File: config.mk
export PLATFORM = sky130hd
export DESIGN_NAME = integer_to_ascii_digits_top_flat
export DESIGN_NICKNAME = d
export VERILOG_FILES = /design/src/hdl/itad_pkg.sv /design/src/hdl/itad_if.sv /design/src/hdl/itad_dabble.sv /design/src/hdl/integer_to_ascii_digits_top.sv /design/src/flat_wrapper.sv
export SDC_FILE = /design/constraint.sdc
export NUM_CORES = 1
export LEC_CHECK = 0
export BUFFER_PORTS_ARGS = -buffer_cell sky130_fd_sc_hd__buf_4
export CAP_MARGIN = 30
export CORE_MARGIN = 4
export CORE_UTILIZATION = 50
export DETAILED_ROUTE_END_ITERATION = 10
export PLACE_DENSITY = 0.69
export SLEW_MARGIN = 30
export SYNTH_ARGS = -nofsm -noshare
export SYNTH_HDL_FRONTEND = slang
export SYNTH_SLANG_ARGS = --single-unit
File: constraint.sdc
create_clock -name clock -period 13.4 [get_ports clock]
set_input_delay 0 -clock clock [delete_from_list [all_inputs] [get_ports clock]]
set_output_delay 0 -clock clock [all_outputs]
set_load 0.005 [all_outputs]
File: src/hdl/itad_pkg.sv
`default_nettype none

package itad_pkg;

   localparam int BIN_BITS       = 32;
   localparam int BCD_DIGITS     = 10;
   localparam int NIB_BITS       = 4;
   localparam int BCD_BITS       = BCD_DIGITS * NIB_BITS;
   localparam int WORD_BITS      = 64;
   localparam int DIG_SLOTS      = WORD_BITS / NIB_BITS;
   localparam int LEFT_BITS      = $clog2(DIG_SLOTS + 1);
   localparam int CHAR_BITS      = 8;
   localparam int OP_BITS        = 3;
   localparam int TOTAL_BITS     = 32;
   localparam int COUNT_BITS_DEF = 32;

   localparam logic [CHAR_BITS-1:0] CH_ZERO    = 8'h30;
   localparam logic [CHAR_BITS-1:0] CH_MINUS   = 8'h2D;
   localparam logic [CHAR_BITS-1:0] CH_LOWER_A = 8'h61;
   localparam logic [CHAR_BITS-1:0] CH_UPPER_A = 8'h41;
   localparam logic [NIB_BITS-1:0]  DEC_LIMIT  = 4'd10;
   localparam logic [NIB_BITS-1:0]  BCD_ADJ_MIN = 4'd5;
   localparam logic [NIB_BITS-1:0]  BCD_ADJ    = 4'd3;

   typedef enum logic [OP_BITS-1:0] {
      OP_SDEC = 3'd0,
      OP_UDEC = 3'd1,
      OP_HEXL = 3'd2,
      OP_HEXU = 3'd3,
      OP_PTR  = 3'd4
   } op_type;

   typedef enum logic [1:0] {
      ST_IDLE,
      ST_CONVERT,
      ST_SKIP,
      ST_EMIT
   } state_type;

   typedef struct packed {
      logic                start;
      logic [BIN_BITS-1:0] bin;
   } cvt_req_type;

   typedef struct packed {
      logic                done;
      logic [BCD_BITS-1:0] bcd;
   } cvt_rsp_type;

   function automatic logic [CHAR_BITS-1:0] digit_char(input logic [NIB_BITS-1:0] nib,
                                                       input logic upper);
      logic [CHAR_BITS-1:0] wide;
      begin
         wide = {{(CHAR_BITS-NIB_BITS){1'b0}}, nib};
         if (nib < DEC_LIMIT) begin
            digit_char = CH_ZERO + wide;
         end else if (upper) begin
            digit_char = CH_UPPER_A + wide - {{(CHAR_BITS-NIB_BITS){1'b0}}, DEC_LIMIT};
         end else begin
            digit_char = CH_LOWER_A + wide - {{(CHAR_BITS-NIB_BITS){1'b0}}, DEC_LIMIT};
         end
      end
   endfunction

endpackage

`default_nettype wire

File: src/hdl/itad_if.sv
`default_nettype none

interface itad_req_if;
   logic                                valid;
   logic                                ready;
   logic [itad_pkg::OP_BITS-1:0]        op;
   logic [itad_pkg::WORD_BITS-1:0]      value;

   modport source (output valid, output op, output value, input ready);
   modport sink   (input valid, input op, input value, output ready);
endinterface

interface itad_rsp_if;
   logic                                valid;
   logic                                ready;
   logic [itad_pkg::CHAR_BITS-1:0]      char_out;
   logic                                is_last;
   logic [itad_pkg::TOTAL_BITS-1:0]     chars_total;

   modport source (output valid, output char_out, output is_last, output chars_total,
                   input ready);
   modport sink   (input valid, input char_out, input is_last, input chars_total,
                   output ready);
endinterface

`default_nettype wire

File: src/hdl/itad_dabble.sv
`default_nettype none

// Binary to BCD by shift-and-add-3, one input bit per cycle.
module itad_dabble (
   input  wire                    clock,
   input  wire                    reset,
   input  itad_pkg::cvt_req_type  cvt_req,
   output itad_pkg::cvt_rsp_type  cvt_rsp
);

   localparam int STEP_BITS = $clog2(itad_pkg::BIN_BITS);
   localparam logic [STEP_BITS-1:0] STEP_LAST = STEP_BITS'(itad_pkg::BIN_BITS - 1);

   logic                              run_ff,  run_in;
   logic                              done_ff, done_in;
   logic [STEP_BITS-1:0]              step_ff, step_in;
   logic [itad_pkg::BIN_BITS-1:0]     bin_ff,  bin_in;
   logic [itad_pkg::BCD_BITS-1:0]     bcd_ff,  bcd_in;
   logic [itad_pkg::BCD_BITS-1:0]     bcd_adj;

   // add 3 to every digit of 5 or more before the shift
   always_comb begin
      bcd_adj = bcd_ff;
      for (int i = 0; i < itad_pkg::BCD_DIGITS; i++) begin
         if (bcd_ff[i*itad_pkg::NIB_BITS +: itad_pkg::NIB_BITS] >= itad_pkg::BCD_ADJ_MIN) begin
            bcd_adj[i*itad_pkg::NIB_BITS +: itad_pkg::NIB_BITS] =
               bcd_ff[i*itad_pkg::NIB_BITS +: itad_pkg::NIB_BITS] + itad_pkg::BCD_ADJ;
         end
      end
   end

   always_comb begin
      run_in  = run_ff;
      done_in = 1'b0;
      step_in = step_ff;
      bin_in  = bin_ff;
      bcd_in  = bcd_ff;
      if (cvt_req.start) begin
         run_in  = 1'b1;
         step_in = '0;
         bin_in  = cvt_req.bin;
         bcd_in  = '0;
      end else if (run_ff) begin
         bcd_in  = {bcd_adj[itad_pkg::BCD_BITS-2:0], bin_ff[itad_pkg::BIN_BITS-1]};
         bin_in  = {bin_ff[itad_pkg::BIN_BITS-2:0], 1'b0};
         step_in = step_ff + 1'b1;
         if (step_ff == STEP_LAST) begin
            run_in  = 1'b0;
            done_in = 1'b1;
         end
      end
   end

   always_ff @(posedge clock) begin
      if (reset) begin
         run_ff  <= 1'b0;
         done_ff <= 1'b0;
         step_ff <= '0;
      end else begin
         run_ff  <= run_in;
         done_ff <= done_in;
         step_ff <= step_in;
      end
   end

   always_ff @(posedge clock) begin
      bin_ff <= bin_in;
      bcd_ff <= bcd_in;
   end

   assign cvt_rsp.done = done_ff;
   assign cvt_rsp.bcd  = bcd_ff;

`ifndef SYNTH
   a_done_ends_run: assert property (@(posedge clock) disable iff (reset)
      done_ff |-> !run_ff)
      else $error("converter done while still running");

   a_start_runs: assert property (@(posedge clock) disable iff (reset)
      cvt_req.start |=> run_ff && step_ff == '0)
      else $error("converter did not start");

   a_done_after_last: assert property (@(posedge clock) disable iff (reset)
      (run_ff && !cvt_req.start && step_ff == STEP_LAST) |=> done_ff)
      else $error("converter missed its done pulse");
`endif

endmodule

`default_nettype wire

File: src/hdl/integer_to_ascii_digits_top.sv
`default_nettype none

// Channel  Dir  Payload                              Transfer
// req_chan in   op[2:0], value[63:0]                 valid && ready
// rsp_chan out  char_out[7:0], is_last, chars_total  valid && ready
//
// Hex: accept in idle, then skip shifts out each leading zero digit and
// leaves, then emit sends the characters in turn. Decimal first runs the
// converter and loads its BCD digits; a minus sign adds one character.
// req_chan.ready is high only in idle; a stalled rsp_chan holds emit.
// Reset is synchronous and clears the sequencer, count and output valid flag.
module integer_to_ascii_digits_top #(
   parameter int COUNT_BITS = itad_pkg::COUNT_BITS_DEF
) (
   input  wire          clock,
   input  wire          reset,
   itad_req_if.sink     req_chan,
   itad_rsp_if.source   rsp_chan
);

   itad_pkg::state_type                state_ff, state_in;
   logic [itad_pkg::WORD_BITS-1:0]     digits_ff, digits_in;
   logic [itad_pkg::LEFT_BITS-1:0]     left_ff, left_in;
   logic                               neg_ff, neg_in;
   logic                               upper_ff, upper_in;
   logic [COUNT_BITS-1:0]              count_ff, count_in;
   logic [COUNT_BITS-1:0]              count_next;
   logic [itad_pkg::TOTAL_BITS-1:0]    count_low;
   logic                               out_valid_ff, out_valid_in;
   logic [itad_pkg::CHAR_BITS-1:0]     out_char_ff, out_char_in;
   logic                               out_last_ff, out_last_in;
   logic [itad_pkg::TOTAL_BITS-1:0]    out_total_ff, out_total_in;
   logic                               slot_free;
   logic [itad_pkg::NIB_BITS-1:0]      top_nib;
   logic [itad_pkg::BIN_BITS-1:0]      low_word;
   logic [itad_pkg::BIN_BITS-1:0]      magnitude;
   itad_pkg::cvt_req_type              cvt_req;
   itad_pkg::cvt_rsp_type              cvt_rsp;

   localparam logic [itad_pkg::LEFT_BITS-1:0] LEFT_FULL = itad_pkg::LEFT_BITS'(itad_pkg::DIG_SLOTS);
   localparam logic [itad_pkg::LEFT_BITS-1:0] LEFT_ONE  = itad_pkg::LEFT_BITS'(1);

   itad_dabble u_dabble (
      .clock   (clock),
      .reset   (reset),
      .cvt_req (cvt_req),
      .cvt_rsp (cvt_rsp)
   );

   assign count_next = count_ff + 1'b1;

   generate
      if (COUNT_BITS >= itad_pkg::TOTAL_BITS) begin : g_total_wide
         assign count_low = count_next[itad_pkg::TOTAL_BITS-1:0];
      end else begin : g_total_narrow
         assign count_low = {{(itad_pkg::TOTAL_BITS-COUNT_BITS){1'b0}}, count_next};
      end
   endgenerate

   assign slot_free = !out_valid_ff || rsp_chan.ready;
   assign top_nib   = digits_ff[itad_pkg::WORD_BITS-1 -: itad_pkg::NIB_BITS];
   assign low_word  = req_chan.value[itad_pkg::BIN_BITS-1:0];
   // two's complement of the most negative value is its own magnitude unsigned
   assign magnitude = (req_chan.op == itad_pkg::OP_SDEC && low_word[itad_pkg::BIN_BITS-1])
                      ? (~low_word + 1'b1) : low_word;

   always_comb begin
      state_in     = state_ff;
      digits_in    = digits_ff;
      left_in      = left_ff;
      neg_in       = neg_ff;
      upper_in     = upper_ff;
      count_in     = count_ff;
      out_valid_in = out_valid_ff && !rsp_chan.ready;
      out_char_in  = out_char_ff;
      out_last_in  = out_last_ff;
      out_total_in = out_total_ff;
      cvt_req.start = 1'b0;
      cvt_req.bin   = magnitude;
      req_chan.ready = (state_ff == itad_pkg::ST_IDLE);

      case (state_ff)
         itad_pkg::ST_IDLE: begin
            if (req_chan.valid) begin
               upper_in = 1'b0;
               neg_in   = 1'b0;
               left_in  = LEFT_FULL;
               case (req_chan.op)
                  itad_pkg::OP_SDEC: begin
                     neg_in        = low_word[itad_pkg::BIN_BITS-1];
                     cvt_req.start = 1'b1;
                     state_in      = itad_pkg::ST_CONVERT;
                  end
                  itad_pkg::OP_UDEC: begin
                     cvt_req.start = 1'b1;
                     state_in      = itad_pkg::ST_CONVERT;
                  end
                  itad_pkg::OP_HEXL: begin
                     digits_in = {{(itad_pkg::WORD_BITS-itad_pkg::BIN_BITS){1'b0}}, low_word};
                     state_in  = itad_pkg::ST_SKIP;
                  end
                  itad_pkg::OP_HEXU: begin
                     digits_in = {{(itad_pkg::WORD_BITS-itad_pkg::BIN_BITS){1'b0}}, low_word};
                     upper_in  = 1'b1;
                     state_in  = itad_pkg::ST_SKIP;
                  end
                  itad_pkg::OP_PTR: begin
                     digits_in = req_chan.value;
                     state_in  = itad_pkg::ST_SKIP;
                  end
                  default: begin
                     // undefined format: drop the item
                     state_in = itad_pkg::ST_IDLE;
                  end
               endcase
            end
         end
         itad_pkg::ST_CONVERT: begin
            if (cvt_rsp.done) begin
               digits_in = {{(itad_pkg::WORD_BITS-itad_pkg::BCD_BITS){1'b0}}, cvt_rsp.bcd};
               left_in   = LEFT_FULL;
               state_in  = itad_pkg::ST_SKIP;
            end
         end
         itad_pkg::ST_SKIP: begin
            // drop leading zeros, keep at least one digit
            if (top_nib == '0 && left_ff != LEFT_ONE) begin
               digits_in = digits_ff << itad_pkg::NIB_BITS;
               left_in   = left_ff - 1'b1;
            end else begin
               state_in = itad_pkg::ST_EMIT;
            end
         end
         itad_pkg::ST_EMIT: begin
            if (slot_free) begin
               out_valid_in = 1'b1;
               count_in     = count_next;
               out_total_in = count_low;
               if (neg_ff) begin
                  out_char_in = itad_pkg::CH_MINUS;
                  out_last_in = 1'b0;
                  neg_in      = 1'b0;
               end else begin
                  out_char_in = itad_pkg::digit_char(top_nib, upper_ff);
                  out_last_in = (left_ff == LEFT_ONE);
                  digits_in   = digits_ff << itad_pkg::NIB_BITS;
                  left_in     = left_ff - 1'b1;
                  if (left_ff == LEFT_ONE) begin
                     state_in = itad_pkg::ST_IDLE;
                  end
               end
            end
         end
         default: begin
            state_in = itad_pkg::ST_IDLE;
         end
      endcase
   end

   always_ff @(posedge clock) begin
      if (reset) begin
         state_ff     <= itad_pkg::ST_IDLE;
         count_ff     <= '0;
         out_valid_ff <= 1'b0;
         neg_ff       <= 1'b0;
         left_ff      <= '0;
      end else begin
         state_ff     <= state_in;
         count_ff     <= count_in;
         out_valid_ff <= out_valid_in;
         neg_ff       <= neg_in;
         left_ff      <= left_in;
      end
   end

   always_ff @(posedge clock) begin
      digits_ff    <= digits_in;
      upper_ff     <= upper_in;
      out_char_ff  <= out_char_in;
      out_last_ff  <= out_last_in;
      out_total_ff <= out_total_in;
   end

   assign rsp_chan.valid       = out_valid_ff;
   assign rsp_chan.char_out    = out_char_ff;
   assign rsp_chan.is_last     = out_last_ff;
   assign rsp_chan.chars_total = out_total_ff;

`ifndef SYNTH
   a_done_in_convert: assert property (@(posedge clock) disable iff (reset)
      cvt_rsp.done |-> state_ff == itad_pkg::ST_CONVERT)
      else $error("converter done outside convert state");

   a_digits_left: assert property (@(posedge clock) disable iff (reset)
      (state_ff == itad_pkg::ST_SKIP || state_ff == itad_pkg::ST_EMIT) |-> left_ff != '0)
      else $error("no digits left while printing");

   a_more_to_come: assert property (@(posedge clock) disable iff (reset)
      (out_valid_ff && !out_last_ff) |-> state_ff == itad_pkg::ST_EMIT)
      else $error("number ended without a last character");

   a_count_step: assert property (@(posedge clock) disable iff (reset)
      (state_ff == itad_pkg::ST_EMIT && slot_free) |=>
         count_ff == COUNT_BITS'($past(count_ff) + 1'b1))
      else $error("character count did not advance by one");
`endif

endmodule

`default_nettype wire
File: src/flat_wrapper.sv
// flat-port wrapper written by rule: the top's interface ports become plain ports
module integer_to_ascii_digits_top_flat 
#(
   parameter int COUNT_BITS = itad_pkg::COUNT_BITS_DEF
)
  (clock, reset, req_chan_valid, req_chan_op, req_chan_value, req_chan_ready, rsp_chan_valid, rsp_chan_char_out, rsp_chan_is_last, rsp_chan_chars_total, rsp_chan_ready);
  itad_req_if req_chan_i ();
  itad_rsp_if rsp_chan_i ();
  input  wire clock;
  input  wire reset;
  input wire logic [$bits(req_chan_i.valid)-1:0] req_chan_valid;
  input wire logic [$bits(req_chan_i.op)-1:0] req_chan_op;
  input wire logic [$bits(req_chan_i.value)-1:0] req_chan_value;
  output wire logic [$bits(req_chan_i.ready)-1:0] req_chan_ready;
  output wire logic [$bits(rsp_chan_i.valid)-1:0] rsp_chan_valid;
  output wire logic [$bits(rsp_chan_i.char_out)-1:0] rsp_chan_char_out;
  output wire logic [$bits(rsp_chan_i.is_last)-1:0] rsp_chan_is_last;
  output wire logic [$bits(rsp_chan_i.chars_total)-1:0] rsp_chan_chars_total;
  input wire logic [$bits(rsp_chan_i.ready)-1:0] rsp_chan_ready;
  assign req_chan_i.valid = req_chan_valid;
  assign req_chan_i.op = req_chan_op;
  assign req_chan_i.value = req_chan_value;
  assign req_chan_ready = req_chan_i.ready;
  assign rsp_chan_valid = rsp_chan_i.valid;
  assign rsp_chan_char_out = rsp_chan_i.char_out;
  assign rsp_chan_is_last = rsp_chan_i.is_last;
  assign rsp_chan_chars_total = rsp_chan_i.chars_total;
  assign rsp_chan_i.ready = rsp_chan_ready;
  integer_to_ascii_digits_top #(.COUNT_BITS(COUNT_BITS)) u_core (.clock(clock), .reset(reset), .req_chan(req_chan_i), .rsp_chan(rsp_chan_i));
endmodule
==> impl_metrics.toml, run 1 <==
[global_routing]
grt_pass1_vias = 8636
grt_pass1_wl_um = 43000
grt_max_degree = 79
grt_overflow_total = 0
antenna_found_initial = 0
track_usage_pct = 19.9

[yosys]
ys_ff_latch = 225
yosysWarnings = 0
synth-main-ff-cell = "edfxtp_1"
synth_top_area_cell = "edfxtp_1"
syn_area_per_cell_um2 = 9.97
synthesis.area_mm2 = 0.0115
synth_nets = 1253
yosysUniqueCellTypes = 66
async_reset_ff_share_pct = 0
yosysSeqAreaShare_pct = 51.3
yosys-top-cells-area = "edfxtp_1 (36%), dfxtp_1 (15%), xnor2_1 (5.5%)"
synthCells = 1149
synth_top_area_share_pct = 35.9
synth_enable_flop_cells = 137

[setup_path]
cp.buffers_inverters = 3
critical_path.top_delay_family = "buffers and inverters"
end_kind = "flop"
cp_data_required_time_ns = 13.54
max_stage_delay_ns = 0.71
path_max_fanout = 64
crit_path_start = "u_core.digits_ff[61]"
cp_common_cell = "inv_1"
slowest_stage = "o41ai_1"
cp-start-kind = "flop"
reg2reg_from = "u_core.digits_ff[61]"
worstPathArrival_ns = 3.33
path_class = "reg2reg"
worstPathCellList = "inv_1 > ha_1 > inv_1 > o41ai_1 > nand3_1 > a21oi_4 > buf_4"

[timing]
max_freq_ghz = 0.314
min_period_ns = 3.19
min_period_over_period_pct = 23.8
tns_ns = 0
finalSetupViolCount = 0
relSlewSlack_pct = 42.9
maxSlewViolCount = 0
skew_ns = 0.0148
hold_viol = 0
worst_pin_slew_ns = 0.857
rsz0062_at_grt = "false"
setup_ws_ns = 10.21

[min_path]
min_from = "req_chan_op[2]"
min-delay-path-class = "in2reg"

[cells_and_area]
final_common_cell = "edfxtp_1"
syn_to_final_growth_pct = 22.0
drive_gt1_share_pct = 13.1
diodes = 0
stdcell_count = 1603
filler_cell_count = 1840
final_area_mm2 = 0.0140
utilization_pct = 61.9
nets = 1402
layout_common_cells = "edfxtp_1 (137), nand2_1 (132), buf_4 (119)"

[placed_design]
io_buffers = 112
dpl-instance-area_mm2 = 0.0124
place.gp.congestion = 0.854
dp_worst_setup_slack_ns = 10.35
dp_hpwl_um = 16700
place_inst = 1483

[route]
num_vias = 8955
via_per_inst = 5.59
wire_per_inst_um = 16.1
wirelength_um = 25800
drc = 0
drtIter0Drc = 589
first_pass_iters = 6
ant_nets = 0

[clocking]
clock-sinks = 225
cts_tree = "yes"
cts_root_buf = "clkbuf_16"
post_cts_buffers = 0
cts-htree-levels = 1
cts_hold_buffers = 72
cts_resized = 0
clock_latency_ns = 0.52
clk_pin_slew_ns = 0.06
clock_path_buffers = 3
numCtsBuffers = 26

[status]
status = "finished clean"

[die]
die_w_um = 159
core_mm2 = 0.0226
start_util_pct = 50.7
rows = 55
die_h_um = 159
fp.dieArea_mm2 = 0.0254
io_pins = 114

[pwr]
total_leakage_power_nw = 5.24
ir_worst_vdd_mv = 0.103
power.density_mw_per_mm2 = 168

[run]
cap_violations = 0
## metal layers
layer	part of all wire (%)	up-vias	global-route usage, %
met4	1.7	0	4.85
met5	0	-	0
met1	43	4265	25.9
met3	4.8	34	3.00
met2	51	229	35.1
li1	-	4427	-
## per-stage QoR
step	hold WS (ns)	power, W
CTS	0.0444	0.00236
global placement	0.279	0.00164
detailed placement	0.284	0.00167
global route	0.0808	0.00249
finish	0.0757	0.00234
floorplan	0.187	0.00149
## cell families after synthesis
family / share of synthesized area [%]
and+or+nand+nor: 17.3
AOI/OAI and AO/OA: 14.1
DFF: 51.3
buffers and inverters: 3.93
xor gates and xnor gates: 7.80
adders and majority gates: 3.60
muxes: 2.02
other: 0.0327
## tightest hold or removal path: stages
cell and delay (ns):
buf_4 0.15, nor4b_4 0.11, nand2_1 0.08, a31oi_1 0.07
## path summary, 6_finish.rpt
kind,end,slack [ns],cells after the start
max reg2reg,u_core.digits_ff[9],10.21,7
min,u_core.u_dabble.bin_ff[1],0.08,4
min reg2reg,u_core.left_ff[1],0.47,2
max,u_core.digits_ff[9],10.21,7
## synthesized netlist by cell type (3+ instances only)
library cell  number
a211oi_1           3
a21o_1             9
a21oi_1           50
a221oi_1           3
a22o_1            24
a22oi_1           41
a31oi_1           12
and2_1             8
and3_1            12
and4_1             3
buf_1              3
buf_6              3
clkbuf_1          58
dfxtp_1           88
edfxtp_1         137
ha_1              33
inv_1             35
mux2i_1           22
nand2_1          132
nand2b_1          35
nand3_1           33
nand4_1           19
nor2_1            88
nor2b_1            4
nor3_1            25
nor3b_1            5
nor4_1             9
o211ai_1          10
o21ai_0           63
o21ai_1           25
or2_2              3
or3_1             10
xnor2_1           72
xor2_1            30
## state kept, by name, summed over array words and instances (netlist names)
| signal | count |
|---|---|
| u_core.neg_ff | 1 |
| u_core.rsp_chan.valid | 1 |
| u_core.u_dabble.bcd_ff | 40 |
| u_core.upper_ff | 1 |
| u_core.u_dabble.bin_ff | 32 |
| u_core.u_dabble.done_ff | 1 |
| u_core.rsp_chan.is_last | 1 |
| u_core.left_ff | 5 |
| u_core.u_dabble.run_ff | 1 |
| u_core.u_dabble.step_ff | 5 |
| u_core.digits_ff | 64 |
| u_core.rsp_chan.char_out | 7 |
| u_core.state_ff | 2 |
| u_core.count_ff | 32 |
| u_core.rsp_chan.chars_total | 32 |
## report_power, final
| part | total (W) | internal, W | switching [W] |
|---|---|---|---|
| combinational | 0.000607 | 0.000226 | 0.000381 |
| sequential | 0.00107 | 0.000960 | 0.000107 |
| clock | 0.000666 | 0.000400 | 0.000266 |
## area by class of cell
cell class | count | area [um^2] | share of cell area, %
sequential | 225 | 5880 | 42.1
timing repair buffer | 191 | 1610 | 11.6
multi-input combinational | 818 | 5170 | 37.0
clock inverter | 9 | 72.6 | 0.519
inverter | 36 | 136 | 0.976
clock buffer | 39 | 741 | 5.30
tap | 285 | 357 | 2.55
No activity file was read; power rests on OpenSTA's default activity.
==> inputs of run 2 (changes only) <==
--- a/config.mk
+++ b/config.mk
@@ -5,12 +5,13 @@
 export SDC_FILE = /design/constraint.sdc
 export NUM_CORES = 1
 export LEC_CHECK = 0
+export ABC_AREA = 1
 export BUFFER_PORTS_ARGS = -buffer_cell sky130_fd_sc_hd__buf_4
 export CAP_MARGIN = 30
 export CORE_MARGIN = 4
 export CORE_UTILIZATION = 50
 export DETAILED_ROUTE_END_ITERATION = 10
-export PLACE_DENSITY = 0.69
+export PLACE_DENSITY = 0.72
 export SLEW_MARGIN = 30
 export SYNTH_ARGS = -nofsm -noshare
 export SYNTH_HDL_FRONTEND = slang
==> constraint.sdc (replaced) <==
create_clock -name clock -period 2.9 [get_ports clock]
set_input_delay 0 -clock clock [delete_from_list [all_inputs] [get_ports clock]]
set_output_delay 0 -clock clock [all_outputs]
set_load 0.005 [all_outputs]
==> run 2 against run 1 <==
Clock skew is 0.0043 ns lower; count of clock-buffer cells in the layout is 4 lower; global-route usage is 2.4 points higher; clock power grew to 4.8 times the previous value; fmax is 37% higher; sequential share of layout area is 1.4 points lower; hold slack better by 0.064 ns; wire length is 16% higher; critical endpoint is now u_core.u_dabble.bcd_ff[37].
==> impl_metrics.toml, run 2 <==
[status]
status = "finished clean"

[timing]
skew_ns = 0.0105
min_period_over_period_pct = 80.2
min_period_ns = 2.33
finalSetupViolCount = 0
hold_viol = 0
tns_ns = 0
rsz0062_at_grt = "false"
setup_ws_ns = 0.574
maxSlewViolCount = 0
relSlewSlack_pct = 49.6
max_freq_ghz = 0.430
worst_pin_slew_ns = 0.756

[setup_path]
max_stage_delay_ns = 0.47
reg2reg_from = "u_core.state_ff[0]"
cp_data_required_time_ns = 3.36
cp.buffers_inverters = 2
path_max_fanout = 11
worstReg2RegEnd = "u_core.u_dabble.bcd_ff[37]"
reg2reg_depth = 9
slowest_stage = "nor2_2"
ff2ff_setup_slack_ns = 0.57
worstPathArrival_ns = 2.78
end_kind = "flop"
path_class = "reg2reg"
critical_path.top_delay_family = "simple AND/OR/NAND/NOR gates"
worstPathCellList = "inv_1 > ha_1 > nand2_1 > nor2_2 > nor2_2 > clkinv_1 > a21oi_1 > o21ai_0 > o21ai_0"
cp-start-kind = "flop"

[clocking]
cts_resized = 0
cts_tree = "yes"
cts-htree-levels = 1
clock_latency_ns = 0.53
clock-sinks = 225
numCtsBuffers = 25
clk_pin_slew_ns = 0.06
cts_root_buf = "clkbuf_16"
clock_path_buffers = 3
post_cts_buffers = 0
cts_hold_buffers = 72

[yosys]
yosysSeqAreaShare_pct = 50.0
async_reset_ff_share_pct = 0
synth_enable_flop_cells = 137
yosysMostFrequentCell = "nand2_1"
synth_top_area_share_pct = 35.0
ys_ff_latch = 225
yosysWarnings = 0
syn_area_per_cell_um2 = 8.44
synth-main-ff-cell = "edfxtp_1"
synthesis.area_mm2 = 0.0117
synthCells = 1392
synth_nets = 1496
yosys-top-cells-area = "edfxtp_1 (35%), dfxtp_1 (15%), nand2_1 (8.4%)"
yosysUniqueCellTypes = 45
synth_commonest_cells = "nand2_1 (262), inv_1 (166), edfxtp_1 (137), nand3_1 (127), o21ai_0 (127)"
synth_top_area_cell = "edfxtp_1"

[pwr]
power.density_mw_per_mm2 = 813
finalPower_w = 0.0117
total_leakage_power_nw = 6.04
ir_worst_vdd_mv = 0.681

[die]
core_mm2 = 0.0228
die_w_um = 161
die_h_um = 161
start_util_pct = 51.4
fp.dieArea_mm2 = 0.0260
io_pins = 114
rows = 55

[route]
wirelength_um = 29900
ant_nets = 0
via_per_inst = 5.39
first_pass_iters = 6
wire_per_inst_um = 15.8
drtIter0Drc = 802
num_vias = 10200
drc = 0

[global_routing]
grt_overflow_total = 0
grt_max_degree = 65
grt_pass1_wl_um = 48100
track_usage_pct = 22.3
antenna_found_initial = 0
grt_pass1_vias = 9790

[cells_and_area]
final_area_mm2 = 0.0144
utilization_pct = 63.2
drive_gt1_share_pct = 13.5
nets = 1664
multi_input_area_mm2 = 0.00494
regArea_mm2 = 0.00588
syn_to_final_growth_pct = 22.9
largest_reg_flops = 64
final_common_cell = "nand2_1"
layout_common_cells = "nand2_1 (261), inv_1 (164), edfxtp_1 (137)"
regMostFlops = "u_core.digits_ff"
diodes = 0
reg_top3 = "u_core.digits_ff x64, u_core.u_dabble.bcd_ff x40"
filler_cell_count = 1952

[placed_design]
dp_worst_setup_slack_ns = 0.163
dpl-instance-area_mm2 = 0.0129
place.gp.congestion = 0.984
io_buffers = 112
dp_hpwl_um = 20100

[min_path]
whs_path_depth = 6
min_from = "req_chan_op[1]"
min_to = "u_core.state_ff[0]"
min-delay-path-class = "in2reg"

[run]
cap_violations = 0
-- run 2: per-stage QoR --
step,instances,hold WS (ns)
2_1_floorplan,1392,0.185
3_3_place_gp,1774,0.314
3_5_place_dp,1774,0.321
4_1_cts,1892,0.130
5_1_grt,1892,0.184
6_report,1892,0.140
-- run 2: how the worst max path moves through the flow --
stage / from / endpoint / slack (ns) / cells after the start
final: u_core.state_ff[0] / u_core.u_dabble.bcd_ff[37] / 0.57 / 9
after global routing: u_core.state_ff[0] / u_core.u_dabble.bcd_ff[21] / 0.21 / 9
after CTS: u_core.state_ff[0] / u_core.u_dabble.bcd_ff[37] / 0.15 / 9
after detailed placement: u_core.state_ff[0] / u_core.u_dabble.bcd_ff[17] / 0.16 / 9
after global placement: u_core.state_ff[0] / u_core.u_dabble.bcd_ff[17] / 0.37 / 9
after floorplan: u_core.state_ff[0] / u_core.digits_ff[0] / 0.20 / 8
-- run 2: cell type report --
cell class	instances	area share [%]
clock buffers	35	5.10
clock inverters	11	0.693
inverters	179	4.67
multi-input cells	929	34.2
flip-flops and latches	225	40.7
well taps	313	2.71
repair buffers	200	11.9
-- run 2: cell families after synthesis --
group	after synthesis	share of synthesized area, %
flops	225	50.0
simple gates	547	20.3
compound gates	311	15.0
fa+ha+maj	33	3.52
xor+xnor	37	2.95
buf+inv	238	8.13
other cells	1	0.0319
-- run 2: metal layers --
| layer | wire (um) | track usage [%] | share of wire (%) | vias up |
|---|---|---|---|---|
| met5 | 0 | 0 | 0 | - |
| met4 | 662 | 6.05 | 2.2 | 0 |
| met3 | 1760 | 2.91 | 5.9 | 54 |
| met2 | 14400 | 37.6 | 48 | 349 |
| met1 | 13200 | 30.5 | 44 | 4726 |
| li1 | - | - | - | 5074 |
-- run 2: report_power, final --
group | internal [W] | switching [W] | total, W
Sequential | 0.00451 | 0.000444 | 0.00496
Clock | 0.00187 | 0.00131 | 0.00319
Combinational | 0.00122 | 0.00238 | 0.00359
Total | 0.00760 | 0.00413 | 0.0117
-- run 2: worst register-to-register path, delay by kind of cell (launching register included) --
family                     cells  cell delay [ns]
and+or+nand+nor                3             0.65
adders and majority gates      1             0.25
DFF                            1             0.37
AOI/OAI and AO/OA              3             0.40
buffers and inverters          2             0.60
